File: src/rtl/int4dq_pkg.sv
// ----------------------------------------------------------------------------
// int4dq_pkg: shared types and constants of the int4 tile dequantiser
// Chunk layout, configuration register indexes and the structures passed
// between the front end, the work queue and the arithmetic back end.
// ----------------------------------------------------------------------------
`default_nettype none

package int4dq_pkg;

    // Chunk layout in bytes.
    localparam logic [12:0] CHUNK_LAST  = 13'd5119;
    localparam logic [12:0] ZERO_BASE   = 13'd512;
    localparam logic [12:0] PACKED_BASE = 13'd1024;

    // Limits of the matrix geometry.
    localparam logic [6:0]  MAX_TILE_COLUMNS = 7'd64;
    localparam logic [17:0] MAX_CHUNKS       = 18'd131072;

    // Largest finite bf16 magnitude that is still accepted (100.0).
    localparam logic [14:0] BF16_LIMIT = 15'h42C8;

    // Depth of the queue between front end and back end.
    localparam int QUEUE_DEPTH = 4;
    localparam int QUEUE_AW    = $clog2(QUEUE_DEPTH);

    // Configuration register indexes.
    typedef enum logic [1:0] {
        CFG_GROUP_MAJOR = 2'd0,
        CFG_SIGNED      = 2'd1,
        CFG_TILE_COLS   = 2'd2,
        CFG_CHUNKS      = 2'd3
    } t_cfg_idx;

    // Configuration seen by the front end.
    typedef struct packed {
        logic        group_major;
        logic [6:0]  tile_columns;
        logic [17:0] chunk_count;
    } t_front_cfg;

    // One packed byte with everything the arithmetic needs.
    typedef struct packed {
        logic [16:0] grid_row;
        logic [3:0]  row_pair;
        logic [13:0] col;
        logic [7:0]  data;
        logic [15:0] scale0;
        logic [15:0] scale1;
        logic [15:0] zero0;
        logic [15:0] zero1;
        logic        last;
    } t_entry;

    // Tag that travels with one result through the arithmetic pipeline.
    typedef struct packed {
        logic [21:0] row;
        logic [13:0] col;
        logic        last_pair;
        logic        last_matrix;
    } t_tag;

endpackage

`default_nettype wire

File: src/rtl/int4dq_queue.sv
// ----------------------------------------------------------------------------
// int4dq_queue: short work queue
// Holds packed bytes between the front end and the back end so that each
// side can stall without holding up the other.
// ----------------------------------------------------------------------------
`default_nettype none

module int4dq_queue (
    input  wire                  i_clk,
    input  wire                  i_rst_n,
    input  wire                  i_push_valid,
    output logic                 o_push_ready,
    input  int4dq_pkg::t_entry   i_push_entry,
    output logic                 o_pop_valid,
    input  wire                  i_pop,
    output int4dq_pkg::t_entry   o_pop_entry
);

    int4dq_pkg::t_entry             r_slot [int4dq_pkg::QUEUE_DEPTH];
    logic [int4dq_pkg::QUEUE_AW-1:0] r_wr_ptr;
    logic [int4dq_pkg::QUEUE_AW-1:0] r_rd_ptr;
    logic [int4dq_pkg::QUEUE_AW:0]   r_count;

    logic push;
    logic pop;

    assign o_push_ready = r_count != (int4dq_pkg::QUEUE_AW + 1)'(int4dq_pkg::QUEUE_DEPTH);
    assign o_pop_valid  = r_count != '0;
    assign push         = i_push_valid & o_push_ready;
    assign pop          = i_pop & o_pop_valid;
    assign o_pop_entry  = r_slot[r_rd_ptr];

    // Storage.
    always_ff @(posedge i_clk) begin
        if (push) begin
            r_slot[r_wr_ptr] <= i_push_entry;
        end
    end

    // Pointers and fill level.
    always_ff @(posedge i_clk) begin
        if (!i_rst_n) begin
            r_wr_ptr <= '0;
            r_rd_ptr <= '0;
            r_count  <= '0;
        end else begin
            if (push) begin
                r_wr_ptr <= r_wr_ptr + 1'b1;
            end
            if (pop) begin
                r_rd_ptr <= r_rd_ptr + 1'b1;
            end
            if (push && !pop) begin
                r_count <= r_count + 1'b1;
            end else if (pop && !push) begin
                r_count <= r_count - 1'b1;
            end
        end
    end

endmodule

`default_nettype wire

File: config.mk
export PLATFORM = sky130hd
export DESIGN_NAME = int4dq_queue
export DESIGN_NICKNAME = d
export VERILOG_FILES = /design/src/rtl/int4dq_pkg.sv /design/src/rtl/int4dq_queue.sv
export SDC_FILE = /design/constraint.sdc
export NUM_CORES = 1
export LEC_CHECK = 0
export BUFFER_PORTS_ARGS = -buffer_cell sky130_fd_sc_hd__buf_2
export CORE_MARGIN = 4
export CORE_UTILIZATION = 30
export CTS_CLUSTER_DIAMETER = 150
export DETAILED_ROUTE_END_ITERATION = 10
export HOLD_SLACK_MARGIN = 0.03
export PLACE_DENSITY_LB_ADDON = 0.1
export SLEW_MARGIN = 20
export SYNTH_ARGS = -nofsm -noshare
export SYNTH_HDL_FRONTEND = slang
export SYNTH_SLANG_ARGS = --single-unit
File: constraint.sdc
create_clock -name i_clk -period 5.6 [get_ports i_clk]
set_clock_uncertainty 0.1 [all_clocks]
set_input_delay 1.12 -clock i_clk [delete_from_list [all_inputs] [get_ports i_clk]]
set_output_delay 1.12 -clock i_clk [all_outputs]
set_load 0.01 [all_outputs]
# --- Yosys cells after proc, flatten, opt, wreduce, memory -nomap -nowiden ---
# Memory sizes are Yosys's and may differ from the RTL's. A register that Yosys moved wholly into a read port is not among the register bits.
# Index checks and enable logic that the tools add are counted.
totals:
  regBits: 7
  memories: 1
  elab_cells: 23
  inputBits: 112
  out_inout_bits: 110
  ramBits: 432
mem_list:
  columns: ["memory", "depth", "width", "rd", "rd_clocked_by_memory_dff", "write_ports", "line_no", "rtl"]
  rows:
  - ["r_slot", 4, 108, 1, 1, 1, "int4dq_queue.sv:19", "int4dq_pkg::t_entry r_slot [int4dq_pkg::QUEUE_DEPTH];"]
classes:
  bitwise: 2
  n_addsub: 4
  n_eq_ne: 1
  n_mux: 6
  reduce_logical: 6
op_table:
  columns: ["cell", "n"]
  rows:
  - ["3-bit two-way mux", 2]
  - ["2-bit by 1-bit adder with 2-bit output (second input constant)", 2]
  - ["2-bit two-way mux", 2]
  - ["3-bit by 1-bit adder with 3-bit output (second input constant)", 1]
  - ["3-bit inequality test (second input constant)", 1]
  - ["3-bit nonzero test", 1]
  - ["3-bit by 1-bit subtractor with 3-bit output (second input constant)", 1]
  - ["1-bit AND", 2]
  - ["1-bit logical AND", 2]
  - ["1-bit logical NOT", 2]
  - ["1-bit two-way mux", 2]
  - ["2-bit nonzero test", 1]

# --- Longest topological paths before layout ---
logic_depth:
  word_depth: 6
  ltp_mapped: 8
  ltp_nobuf: 8

# --- Worst setup path before layout ---
# OpenSTA, ideal clock, no wires.
synth_timing:
  kind: "input to register"
  start: "input i_push_valid"
  end: "memory r_slot[0][0] (netlist bit), enable pin"
  required_ps: 5021
  slack_ps: 1087
  path_stages: 2
  arrival_time_ps: 3934
  setup_ps: 479
  n_path_buf: 0
  path_cell_list: "a21boi_2 and2_1"
synth_via:
  elab_chain_cells: 3
synth_lines:
  columns: ["element", "line_no", "rtl"]
  rows:
  - ["start: declaration", "int4dq_queue.sv:11", "input wire i_push_valid,"]
  - ["1-bit AND", "int4dq_queue.sv:29", "assign push = i_push_valid & o_push_ready;"]
  - ["1-bit two-way mux", "int4dq_queue.sv:35", "if (push) begin"]
  - ["1-bit two-way mux (not written as such)", "int4dq_queue.sv:36", "r_slot[r_wr_ptr] <= i_push_entry;"]
  - ["end: declaration", "int4dq_queue.sv:19", null]
# Every way passes these cells.

==> metrics <==
status finished clean; hold_buf cts 0; wire length per cell 21.78 µm; Pre-antenna DRT Iters 4; Setup WS pre-CTS 2.163 ns; clk sink count 441; unrepaired setup endpoints after global routing no; total power 9.219 mW; H-tree levels 2; first-pass GRT wire length 51.13 mm; Setup Crit Path Kind flop to primary output; Final Hold Vio Count 0; post-synthesis mux area share 0.1537; Seq/Total Area, Yosys 0.8211; leading area contributor after synthesis edfxtp_1; vias per cell 4.467; initial antenna violation count 4; clock share of power 0.334; vias in the first global route 7806; final-report setup violation count 0; Slew HR 0.3888; Synth Area in Compound Gates 0.002500; peak supply drop 0.0002143 V; Lkg Pwr between 6 and 7 nW; Gate Count Post-Synth between 600 and 700; Critical Path Start Type flop; Mapped Area 0.01602 mm²; most common cell after layout, fill and taps aside edfxtp_1; row count 84; share of layout cells above drive strength 1 0.4526; Synth area leaders edfxtp_1, mux4_2, dfxtp_1; Reg clk slew, reported paths 0.06 ns; Yosys warnings 0; Die Y 239.1 µm; Core ar. 0.05276 mm²; Synth-to-Final Area Change 22.14%; die width ~240 µm; Cell Pwr Density between 400 and 500 mW/mm²; Reg power frac 0.455; syn_area_per_cell ~26 µm²; post-layout min period 3.920 ns; post-cts gate resize count 0; final worst slack 1.680 ns; largest family of logic cells by synthesized area multiplexers; Critical Path Fanout Max 38; total global-route track usage 0.1202; Worst setup EP type primary output; XOR/XNOR Fraction of Synth Area 0.002187; register area 0.01316 mm²; Comb power frac 0.211; sw frac 0.2624; Syn Nets 730; Util after Layout 0.3708; Worst-Skew Late Latency 0.57 ns; Critical Path RT 4.38 ns; clk root buf clkbuf_16; I/O pins between 200 and 250; RD Place Congestion 0.6662; Adder-Cell Fraction of Synth Area 0.005155; Max Cap Viol 0; Total Wirelength 34.81 mm; Clock Path Buffers 3; area of the multi-input gates 0.002721 mm²; Non-Filler Instances ~1600; initial drt markers 311; initial core utilization 0.3036; Int Pwr about 7 mW; # DRC 0; total CTS buffers 50; period utilization 0.7000; WP data arrival 2.70 ns; largest net degree at the start of global routing 94; EDFF count, synth between 400 and 500; Top FF cell, synth edfxtp_1; Fin Setup TNS 0 ns; Async S/R FF share, synth 0; flop-to-flop setup slack a little under 3 ns; Synth top area share 0.8099; CTS tree yes; simple-gate share of the synthesized area 0.005702; nets 989; IO buf count 221; filler instances 4864; Post-CTS Setup Inserts 0; Worst Tran Pin Value 0.9169 ns; max-slew violations 0; net switching power ~2.4 mW; dpl hpwl 20.52 mm; GRT Residual Overflow 0; die area 0.05715 mm²; #FFs+latches synth approximately 440; synth unique cells 23; ANT nets after route 0; via count around 7000; Placed Cells around 1500; commonest non-fill, non-tap cells in the layout edfxtp_1, buf_2, mux4_2, clkbuf_16, clkbuf_1; Max Clk Rate 0.2551 GHz; Hold Crit Class flop to flop
==> final cells by class <==
cell class | count | area share
antenna | 2 | 0.0002558
clock buffer | 66 | 0.06811
clock inverter | 23 | 0.01068
inverter | 3 | 0.0005756
multi-input combinational | 143 | 0.1391
sequential | 441 | 0.6727
tap | 688 | 0.04400
timing repair buffer | 232 | 0.06459
==> registers in the layout (all words and copies together) (netlist names), named ones only <==
signal and count:
r_count 3, r_wr_ptr 2, r_rd_ptr 2, r_slot 432
==> cells in the mapped netlist (2+ instances only) <==
cell and instances:
mux2i_1 3, and2_1 8, mux4_2 108, buf_2 12, xnor2_1 3, ha_1 5, edfxtp_1 432, buf_6 3
nand2_1 5, dfxtp_1 9, inv_1 3, or3_1 2, clkbuf_1 9
==> metrics by stage <==
step	instance area (µm²)	hold slack, ns
2_1_floorplan	16020	0.3677
3_3_place_gp	18020	0.3877
3_5_place_dp	18020	0.3899
4_1_cts	19560	0.3978
5_1_grt	19560	0.4387
6_report	19560	0.4019
==> power by group through the flow <==
stage / clock network (mW) / logic [mW] / registers [mW]
after detailed placement: 0 / 2.03 / 4.28
after floorplan: 0 / 1.32 / 4.16
after global routing: 3.34 / 2.11 / 4.24
final: 3.08 / 1.94 / 4.20
after global placement: 0 / 2.04 / 4.28
after CTS: 3.20 / 2.04 / 4.21
==> path summary, 6_finish.rpt <==
kind                                        to  cells past startpoint        start
worst max-delay path            o_pop_entry[4]                      3         flop
worst min register to register     r_wr_ptr[0]                      2  r_wr_ptr[0]
worst min-delay path               r_wr_ptr[0]                      2  r_wr_ptr[0]
worst max register to register   r_slot[3][37]                      4   r_count[0]
==> cell families after synthesis <==
logic type | Yosys count
buffers and inverters | 28
AOI/OAI and AO/OA | 5
and+or+nand+nor | 17
DFF | 441
adders and majority gates | 6
muxes | 111
xor gates and xnor gates | 4
==> critical path, stage by stage, from the launching register on <==
cell,delay (ns)
dfxtp_4,0.93
buf_4,0.43
mux4_2,0.58
buf_2,0.16
==> routing by layer <==
metal  up-vias  wire length [µm]  track usage  share of wire
met4         6               836      0.04239          0.024
li1       3163                 -            -              -
met3        67              1828      0.03126          0.053
met5         -                34            0        0.00098
met1      3755             14580       0.1549           0.42
met2       148             17540       0.1985           0.50
Note: power is estimated with default switching activity, not from simulation.
