--- config.mk ---
export PLATFORM = sky130hd
export DESIGN_NAME = int4dq_back
export DESIGN_NICKNAME = d
export VERILOG_FILES = /design/src/rtl/int4dq_pkg.sv /design/src/rtl/int4dq_back.sv
export SDC_FILE = /design/constraint.sdc
export NUM_CORES = 1
export LEC_CHECK = 0
export BUFFER_PORTS_ARGS = -buffer_cell sky130_fd_sc_hd__buf_2
export CAP_MARGIN = 30
export CORE_MARGIN = 3
export CORE_UTILIZATION = 65
export DETAILED_ROUTE_END_ITERATION = 16
export PLACE_DENSITY = 0.84
export SLEW_MARGIN = 20
export SYNTH_ARGS = -nofsm -noshare
export SYNTH_HDL_FRONTEND = slang
export SYNTH_SLANG_ARGS = --single-unit
--- constraint.sdc ---
create_clock -name i_clk -period 26.6 [get_ports i_clk]
set_input_delay 2.66 -clock i_clk [delete_from_list [all_inputs] [get_ports i_clk]]
set_output_delay 2.66 -clock i_clk [all_outputs]
set_load 0.02 [all_outputs]
--- src/rtl/int4dq_pkg.sv ---
// ----------------------------------------------------------------------------
// int4dq_pkg: shared types and constants of the int4 tile dequantiser
// Chunk layout, configuration register indexes and the structures passed
// between the front end, the work queue and the arithmetic back end.
// ----------------------------------------------------------------------------
`default_nettype none

package int4dq_pkg;

    // Chunk layout in bytes.
    localparam logic [12:0] CHUNK_LAST  = 13'd5119;
    localparam logic [12:0] ZERO_BASE   = 13'd512;
    localparam logic [12:0] PACKED_BASE = 13'd1024;

    // Limits of the matrix geometry.
    localparam logic [6:0]  MAX_TILE_COLUMNS = 7'd64;
    localparam logic [17:0] MAX_CHUNKS       = 18'd131072;

    // Largest finite bf16 magnitude that is still accepted (100.0).
    localparam logic [14:0] BF16_LIMIT = 15'h42C8;

    // Depth of the queue between front end and back end.
    localparam int QUEUE_DEPTH = 4;
    localparam int QUEUE_AW    = $clog2(QUEUE_DEPTH);

    // Configuration register indexes.
    typedef enum logic [1:0] {
        CFG_GROUP_MAJOR = 2'd0,
        CFG_SIGNED      = 2'd1,
        CFG_TILE_COLS   = 2'd2,
        CFG_CHUNKS      = 2'd3
    } t_cfg_idx;

    // Configuration seen by the front end.
    typedef struct packed {
        logic        group_major;
        logic [6:0]  tile_columns;
        logic [17:0] chunk_count;
    } t_front_cfg;

    // One packed byte with everything the arithmetic needs.
    typedef struct packed {
        logic [16:0] grid_row;
        logic [3:0]  row_pair;
        logic [13:0] col;
        logic [7:0]  data;
        logic [15:0] scale0;
        logic [15:0] scale1;
        logic [15:0] zero0;
        logic [15:0] zero1;
        logic        last;
    } t_entry;

    // Tag that travels with one result through the arithmetic pipeline.
    typedef struct packed {
        logic [21:0] row;
        logic [13:0] col;
        logic        last_pair;
        logic        last_matrix;
    } t_tag;

endpackage

`default_nettype wire

--- src/rtl/int4dq_back.sv ---
// ----------------------------------------------------------------------------
// int4dq_back: dequantisation arithmetic
// Splits each packed byte into two nibbles, computes v*scale+zp in binary32
// with round-to-nearest-even, one result word per cycle when not stalled.
// ----------------------------------------------------------------------------
`default_nettype none

module int4dq_back (
    input  wire                  i_clk,
    input  wire                  i_rst_n,
    input  wire                  i_signed,
    input  wire                  i_pop_valid,
    output logic                 o_pop,
    input  int4dq_pkg::t_entry   i_entry,
    output logic                 o_out_valid,
    input  wire                  i_out_ready,
    output logic [21:0]          o_out_row,
    output logic [13:0]          o_out_col,
    output logic [31:0]          o_weight_bits,
    output logic                 o_last_of_pair,
    output logic                 o_last_of_matrix
);

    // Non-finite or too large bf16 values read as +0.
    function automatic logic [15:0] bf16_clean(input logic [15:0] h);
        logic bad;
        bad = (h[14:7] == 8'hFF) || (h[14:0] > int4dq_pkg::BF16_LIMIT);
        return bad ? 16'h0000 : h;
    endfunction

    function automatic logic [3:0] lzc12(input logic [11:0] v);
        logic [3:0] n;
        n = 4'd12;
        for (int i = 0; i < 12; i++) begin
            if (v[i]) n = 4'(11 - i);
        end
        return n;
    endfunction

    function automatic logic [5:0] lzc42(input logic [41:0] v);
        logic [5:0] n;
        n = 6'd42;
        for (int i = 0; i < 42; i++) begin
            if (v[i]) n = 6'(41 - i);
        end
        return n;
    endfunction

    logic en;
    logic r_half;

    // Stage 1: nibble decode and product.
    logic       r_v1;
    int4dq_pkg::t_tag r_t1;
    logic       r1_sp, r1_sz;
    logic [11:0] r1_mp;
    logic [7:0] r1_lp, r1_mz, r1_lz;

    // Stage 2: normalised operands.
    logic       r_v2;
    int4dq_pkg::t_tag r_t2;
    logic       r2_sa, r2_sb, r2_za, r2_zb;
    logic [11:0] r2_ma, r2_mb;
    logic signed [9:0] r2_ea, r2_eb;

    // Stage 3: operands ordered by magnitude.
    logic       r_v3;
    int4dq_pkg::t_tag r_t3;
    logic       r3_sx, r3_sub, r3_both_zero, r3_zsign;
    logic [11:0] r3_mx, r3_my;
    logic signed [9:0] r3_ex;
    logic [5:0] r3_dsh;

    // Stage 4: aligned sum.
    logic       r_v4;
    int4dq_pkg::t_tag r_t4;
    logic       r4_sx, r4_both_zero, r4_zsign;
    logic signed [9:0] r4_ex;
    logic [41:0] r4_sum;

    // Stage 5: normalised sum.
    logic       r_v5;
    int4dq_pkg::t_tag r_t5;
    logic       r5_sign, r5_zero;
    logic [41:0] r5_n;
    logic signed [9:0] r5_biased;

    // Stage 6: output register.
    logic       r_v6;
    int4dq_pkg::t_tag r_t6;
    logic [31:0] r6_bits;

    logic [3:0]  s1_q, s1_mag;
    logic        s1_neg;
    logic [15:0] s1_hs, s1_hz;
    logic [7:0]  s1_ms;
    int4dq_pkg::t_tag s1_tag;

    logic [3:0]  s2_lza, s2_lzb;
    logic [11:0] s2_mz12;

    logic signed [9:0] s3_ea, s3_eb;
    logic        s3_swap;
    logic signed [10:0] s3_d;

    logic [39:0] s4_bx, s4_by, s4_ys, s4_mask;
    logic        s4_st;

    logic [5:0]  s5_lz;

    logic [30:0] s6_pack;
    logic        s6_up;
    logic signed [9:0] s6_shv;
    logic [41:0] s6_t;

    assign en          = ~r_v6 | i_out_ready;
    assign o_pop       = en & i_pop_valid & r_half;
    assign o_out_valid = r_v6;
    assign o_out_row        = r_t6.row;
    assign o_out_col        = r_t6.col;
    assign o_last_of_pair   = r_t6.last_pair;
    assign o_last_of_matrix = r_t6.last_matrix;
    assign o_weight_bits    = r6_bits;

    // Nibble selection and operand decode.
    always_comb begin
        s1_q   = r_half ? i_entry.data[7:4] : i_entry.data[3:0];
        s1_neg = i_signed & s1_q[3];
        s1_mag = s1_neg ? 4'(5'd16 - {1'b0, s1_q}) : s1_q;
        s1_hs  = bf16_clean(r_half ? i_entry.scale1 : i_entry.scale0);
        s1_hz  = bf16_clean(r_half ? i_entry.zero1 : i_entry.zero0);
        s1_ms  = {s1_hs[14:7] != 8'd0, s1_hs[6:0]};
        s1_tag.row         = {i_entry.grid_row, i_entry.row_pair, r_half};
        s1_tag.col         = i_entry.col;
        s1_tag.last_pair   = r_half;
        s1_tag.last_matrix = r_half & i_entry.last;
    end

    // Normalisation of both operands.
    always_comb begin
        s2_mz12 = {r1_mz, 4'd0};
        s2_lza  = lzc12(r1_mp);
        s2_lzb  = lzc12(s2_mz12);
    end

    // Magnitude ordering.
    always_comb begin
        s3_ea   = r2_za ? -10'sd512 : r2_ea;
        s3_eb   = r2_zb ? -10'sd512 : r2_eb;
        s3_swap = (s3_eb > s3_ea) || ((s3_eb == s3_ea) && (r2_mb > r2_ma));
        s3_d    = s3_swap ? (11'(s3_eb) - 11'(s3_ea)) : (11'(s3_ea) - 11'(s3_eb));
    end

    // Alignment with sticky bit and the add or subtract.
    always_comb begin
        s4_bx   = {r3_mx, 28'd0};
        s4_by   = {r3_my, 28'd0};
        s4_ys   = s4_by >> r3_dsh;
        s4_mask = (40'd1 << r3_dsh) - 40'd1;
        s4_st   = |(s4_by & s4_mask);
    end

    assign s5_lz = lzc42(r4_sum);

    // Rounding and packing.
    always_comb begin
        s6_up   = r5_n[17] & ((|r5_n[16:0]) | r5_n[18]);
        s6_pack = {r5_biased[7:0], r5_n[40:18]} + {30'd0, s6_up};
        s6_shv  = 10'sd19 - r5_biased;
        s6_t    = r5_n >> s6_shv[5:0];
    end

    // Pipeline payload.
    always_ff @(posedge i_clk) begin
        if (en) begin
            r_t1  <= s1_tag;
            r1_sp <= s1_neg ^ s1_hs[15];
            r1_mp <= {8'd0, s1_mag} * {4'd0, s1_ms};
            r1_lp <= (s1_hs[14:7] == 8'd0) ? 8'd0 : s1_hs[14:7] - 8'd1;
            r1_sz <= s1_hz[15];
            r1_mz <= {s1_hz[14:7] != 8'd0, s1_hz[6:0]};
            r1_lz <= (s1_hz[14:7] == 8'd0) ? 8'd0 : s1_hz[14:7] - 8'd1;

            r_t2  <= r_t1;
            r2_sa <= r1_sp;
            r2_sb <= r1_sz;
            r2_za <= r1_mp == 12'd0;
            r2_zb <= r1_mz == 8'd0;
            r2_ma <= r1_mp << s2_lza;
            r2_mb <= s2_mz12 << s2_lzb;
            r2_ea <= $signed({2'b00, r1_lp}) - 10'sd133 - $signed({6'd0, s2_lza});
            r2_eb <= $signed({2'b00, r1_lz}) - 10'sd137 - $signed({6'd0, s2_lzb});

            r_t3         <= r_t2;
            r3_sx        <= s3_swap ? r2_sb : r2_sa;
            r3_sub       <= r2_sa ^ r2_sb;
            r3_both_zero <= r2_za & r2_zb;
            r3_zsign     <= r2_sa & r2_sb;
            r3_mx        <= s3_swap ? r2_mb : r2_ma;
            r3_my        <= s3_swap ? r2_ma : r2_mb;
            r3_ex        <= s3_swap ? s3_eb : s3_ea;
            r3_dsh       <= (s3_d >= 11'sd40) ? 6'd40 : s3_d[5:0];

            r_t4         <= r_t3;
            r4_sx        <= r3_sx;
            r4_both_zero <= r3_both_zero;
            r4_zsign     <= r3_zsign;
            r4_ex        <= r3_ex;
            r4_sum       <= r3_sub ? ({1'b0, s4_bx, 1'b0} - {1'b0, s4_ys, s4_st})
                                   : ({1'b0, s4_bx, 1'b0} + {1'b0, s4_ys, s4_st});

            r_t5      <= r_t4;
            r5_zero   <= r4_sum == 42'd0;
            r5_sign   <= (r4_sum == 42'd0) ? (r4_both_zero & r4_zsign) : r4_sx;
            r5_n      <= r4_sum << s5_lz;
            r5_biased <= r4_ex + 10'sd139 - $signed({4'd0, s5_lz});

            r_t6 <= r_t5;
            if (r5_zero) begin
                r6_bits <= {r5_sign, 31'd0};
            end else if (r5_biased > 10'sd0) begin
                r6_bits <= {r5_sign, s6_pack};
            end else begin
                r6_bits <= {r5_sign, 8'd0, s6_t[22:0]};
            end
        end
    end

    // Stage valid bits and the nibble sequencer.
    always_ff @(posedge i_clk) begin
        if (!i_rst_n) begin
            r_half <= 1'b0;
            r_v1   <= 1'b0;
            r_v2   <= 1'b0;
            r_v3   <= 1'b0;
            r_v4   <= 1'b0;
            r_v5   <= 1'b0;
            r_v6   <= 1'b0;
        end else if (en) begin
            if (i_pop_valid) begin
                r_half <= ~r_half;
            end
            r_v1 <= i_pop_valid;
            r_v2 <= r_v1;
            r_v3 <= r_v2;
            r_v4 <= r_v3;
            r_v5 <= r_v4;
            r_v6 <= r_v5;
        end
    end

endmodule

`default_nettype wire

After elaboration in Yosys (flattened, before gate mapping)

Index checks and enable logic that the tools add are counted.

Output and inout port bits: 72
Word-level logic and storage cells: 207
Register bits: 506
Bits of input ports: 113

Bitwise gates (word level): 16
Multipliers: 1
$add $sub $neg: 16
Equality and inequality tests: 3
$lt $le $gt $ge: 6
Shift-type cells: 6
Muxes and demuxes: 78
Reduce and logical (&&, ||, !) cells: 15

Operator list:

| operator              | count |
|---|---|
| $mux 6                | 41 |
| $mux 4                | 21 |
| $mux 16               | 3 |
| $add 41x41->42        | 1 |
| $logic_not 42->1      | 1 |
| $mux 42               | 1 |
| $shl 42x6->42         | 1 |
| $shr 42x6->23         | 1 |
| $sub 41x41->42        | 1 |
| $and 40x40->40        | 1 |
| $reduce_or 40->1      | 1 |
| $shl 1x6->40 const A  | 1 |
| $shr 40x6->40         | 1 |
| $sub 40x1->40 const B | 1 |
| $add 31x1->31         | 1 |
| $mux 31               | 1 |
| $gt 15x15->1 const B  | 2 |
| $mux 10               | 3 |
| $logic_not 8->1       | 3 |
| $mux 12               | 2 |
| $shl 12x4->12         | 2 |
| $sub 10x10->11        | 2 |
| $sub 9x5->10          | 2 |
| $sub 8x8->9 const B   | 2 |
| 28 further kinds      | 45 |

Depth between registers and ports, before layout

Word-level depth: 43
Mapped depth: 24
Gate-level depth less buffers: 24

Worst setup path after synthesis

Ideal clock, no wire load.

Path kind: input -> output
Start: input port i_out_ready
End: output port o_pop
Setup slack: 9831 ps
Cell stages on the path: 5
Data required time: 23940 ps
Buffers on the path: 1
Arrival: 14109 ps
Cell sequence: nor2b_1 -> clkbuf_1 -> inv_1 -> nand2_1 -> nor2_1

Word-level cells in the longest chain between the ends: 3

Ends and longest elaborated chain:

| element                  | line               | source |
|---|---|---|
| from (decl)              | int4dq_back.sv:16  | `input wire i_out_ready,` |
| $or 1x1->1               | int4dq_back.sv:116 | `assign en = ~r_v6 \| i_out_ready;` |
| $and 1x1->1 (2 in a row) | int4dq_back.sv:117 | `assign o_pop = en & i_pop_valid & r_half;` |
| to (decl)                | int4dq_back.sv:13  | `output logic o_pop,` |

Every way passes these cells.

Worst setup path in the final report

Start: input port i_entry[54] (netlist bit)
End: register r1_mp[11], data pin

Word-level cells in the longest chain between the ends: 6

Ends and longest elaborated chain:

| element              | line               | source |
|---|---|---|
| from (decl)          | int4dq_back.sv:14  | `input int4dq_pkg::t_entry i_entry,` |
| $mux 16 (*)          | int4dq_back.sv:130 | `s1_hs = bf16_clean(r_half ? i_entry.scale1 : i_entry.scale0);` |
| $gt 15x15->1         | int4dq_back.sv:27  | `bad = (h[14:7] == 8'hFF) \|\| (h[14:0] > int4dq_pkg::BF16_LIMIT);` |
| $logic_or 1x1->1     | int4dq_back.sv:27  |  |
| $mux 16 (*)          | int4dq_back.sv:28  | `return bad ? 16'h0000 : h;` |
| $reduce_bool 8->1    | int4dq_back.sv:132 | `s1_ms = {s1_hs[14:7] != 8'd0, s1_hs[6:0]};` |
| $mul 4x8->12 (*)     | int4dq_back.sv:178 | `r1_mp <= {8'd0, s1_mag} * {4'd0, s1_ms};` |
| to (signal assigned) | int4dq_back.sv:178 |  |
| to (decl)            | int4dq_back.sv:56  | `logic [11:0] r1_mp;` |

Every way passes the cells marked *; elsewhere a longest branch is shown, timed or not.
A chain may end at the register's enable or synchronous reset.

==> results_dict.tcl <==
set metrics [dict create \
    async_flop_share 0 \
    hold_viol 0 \
    coreArea_mm2 0.04577 \
    multiInputGateArea_mm2 0.01436 \
    track_usage 0.2935 \
    layout_common_cells "edfxtp_1 (489), nand2_1 (297), nor2_1 (240)" \
    vias 22790 \
    period_minus_slack_ps 7113 \
    wl_per_cell_um 20.86 \
    worstMarginPinSlew_ps 962.1 \
    cp.required_ps 26920 \
    fp.dieW_um 222.1 \
    grt_overflow_total 0 \
    synth_area_per_cell_um2 10.77 \
    power_frac_seq 0.307 \
    synth_edf_count 489 \
    slew_viol_final 0 \
    pwr-share-comb 0.539 \
    drc_errors 0 \
    nFillCells 3137 \
    drt_iter0_drc 2712 \
    ir_drop_v 0.0001076 \
    power.density_cell_area_mw_per_mm2 135.8 \
    skew_ps 20.06 \
    clkLatencyLatePin_ps 590 \
    grt_pass1_wl_mm 117.8 \
    num_rows 78 \
    cp-start-kind "input port" \
    portBuffers 184 \
    relSlewSlack 0.3579 \
    final_util 0.7279 \
    holdBufCountCts 0 \
    path_class "in -> reg" \
    p_clk_frac 0.154 \
    grt_pass1_vias 21790 \
    cp-end-kind "flop" \
    vias_per_cell 6.384 \
    cts_setup_buffers 0 \
    timing.fmax_ghz 0.1406 \
    cts.htree.levels 2 \
    cts_buffer_depth 3 \
    cts_resized 0 \
    power_mw 4.523 \
    hold_path_class "reg -> reg" \
    power_switching_share 0.4436 \
    cts_buffers 48 \
    yosysSeqAreaShare 0.4885 \
    cap_violations 0 \
    nets 3164 \
    tns_ps 0 \
    die_h_um 222.1 \
    netlist_area_mm2 0.03035 \
    start_util 0.6630 \
    cts.clk_slew.worst_paths_ps 60 \
    globalplace.congestion 0.9649 \
    power_leakage_nw 13.64 \
    antenna_cells 0 \
    ys_seq_elements 496 \
    min_period_over_period 0.2674 \
    p_int_mw 2.517 \
    whs_ps 405.0 \
    ys_warn_count 0 \
    dieArea_mm2 0.04931 \
    setup_violations 0 \
    clock-sinks 496 \
    synthFlopType "edfxtp_1" \
    rsz0062_at_grt "no" \
    netSwitchingPower_mw 2.007 \
    io_pins 185 \
    final_common_cell "edfxtp_1" \
    critPathArrivalTime_ps 7440 \
    status "finished, final reports clean" \
    grt_max_degree 133 \
    antenna_found_initial 0 \
    root_buffer "clkbuf_16" \
    drtPass1Iterations 6 \
    cts_tree "built" \
    final-seq-area_mm2 0.01483 \
    drt_wl_total_mm 74.46 \
    ys_types 97 \
    syn_to_final_growth_pct 9.793 \
    drive_above_1_share 0.1434 \
    dp_hpwl_mm 53.50 \
    antenna_left 0 \
    critPathMaxFanout 10 \
    syn_inst 2818 \
    synth_fp_nets 3050 \
]
## cells in the mapped netlist, types with 13 or more instances
cell type | number | share of area
edfxtp_1 | 489 | 0.48
nand2_1 | 297 | 0.037
nor2_1 | 240 | 0.030
mux2i_1 | 228 | 0.075
inv_1 | 148 | 0.018
a21oi_1 | 136 | 0.022
o21ai_0 | 125 | 0.021
ha_1 | 101 | 0.042
clkbuf_1 | 100 | 0.012
xnor2_1 | 72 | 0.021
nand3_1 | 53 | 0.0087
nor3_1 | 50 | 0.0082
mux2_2 | 49 | 0.018
nand2b_1 | 45 | 0.0093
xor2_1 | 44 | 0.013
a211oi_1 | 40 | 0.0099
mux4_2 | 35 | 0.026
o22ai_1 | 34 | 0.0070
and2_1 | 32 | 0.0066
nor2b_1 | 30 | 0.0062
buf_1 | 29 | 0.0036
a31oi_1 | 23 | 0.0047
a21o_1 | 22 | 0.0054
or3_1 | 21 | 0.0043
and3_1 | 20 | 0.0041
o31ai_1 | 20 | 0.0049
fa_1 | 18 | 0.012
buf_2 | 17 | 0.0028
nor4_1 | 17 | 0.0035
a22oi_1 | 16 | 0.0040
o21bai_1 | 16 | 0.0040
nand4_1 | 13 | 0.0027
## cell families (layout without fill, tap and decap cells)
family,after synthesis,count (layout),share of synthesized area
muxes,312,312,0.1194
xor gates and xnor gates,116,116,0.03348
AOI/OAI and AO/OA,591,591,0.1295
and+or+nand+nor,878,878,0.1360
adders and majority gates,119,119,0.05352
DFF,496,496,0.4885
buffers and inverters,306,458,0.03958
## power groups by stage
stage                     combinational [mW]  sequential [mW]  clock, mW
final                                   2.44             1.39      0.695
after global routing                    2.65             1.41      0.737
after floorplan                         1.81             1.30          0
after detailed placement                2.37             1.39          0
after CTS                               2.39             1.38      0.705
after global placement                  2.32             1.38          0
## path summary, 6_finish.rpt
check                   start   endpoint  cells past startpoint  slack [ps]
setup / recovery  i_entry[54]  r1_mp[11]                     23       19490
hold / removal        r_t3[5]    r_t4[5]                      0         400
setup reg to reg       r_half  r1_mp[11]                     23       20690
hold reg to reg       r_t3[5]    r_t4[5]                      0         400
## stage by stage
stage / setup slack [ps] / instances / cell area, um2
global route: 19080 / 3570 / 33320
global placement: 19010 / 3481 / 31680
finish: 19490 / 3570 / 33320
CTS: 19510 / 3569 / 33300
detailed placement: 18930 / 3481 / 31680
floorplan: 9831 / 2818 / 30350
## critical path, cell delays in order
cell      delay (ps)
buf_2            110
or3_1            380
o31ai_1          100
o221ai_1         190
a21oi_1          160
nor2_1            70
or3_1            360
nand2b_1         310
nand3_1          170
fa_1             540
fa_1             560
inv_1             70
ha_1             290
a21o_1           180
a21oi_1          210
o21bai_1          90
a21oi_1          220
nor2b_1           70
o21a_1           180
o21ai_0          160
nand2b_1          70
a21oi_1          180
xnor2_1           90
## state kept, by name, summed over array words and instances (netlist names), 14 cells and up
register,cells
r4_sum,42
r5_n,42
r_t1,37
r_t2,37
r_t3,37
r_t4,37
r_t5,37
o_weight_bits,32
o_out_row,22
o_out_col,14
## layout make-up
| type | instances | area share |
|---|---|---|
| Clock buffer | 59 | 0.03977 |
| Sequential cell | 496 | 0.4450 |
| Multi-Input combinational cell | 2016 | 0.4311 |
| Timing Repair Buffer | 217 | 0.03508 |
| Tap cell | 600 | 0.02253 |
| Clock inverter | 29 | 0.009088 |
| Inverter | 153 | 0.01746 |
## layer usage
layer / share of wire / wire length, um / GRT usage
met1: 0.41 / 30660 / 0.4040
met2: 0.48 / 35830 / 0.4864
met3: 0.075 / 5567 / 0.03985
met4: 0.032 / 2399 / 0.09763
met5: 0 / 0 / 0
Note: power is estimated with default switching activity, not from simulation.
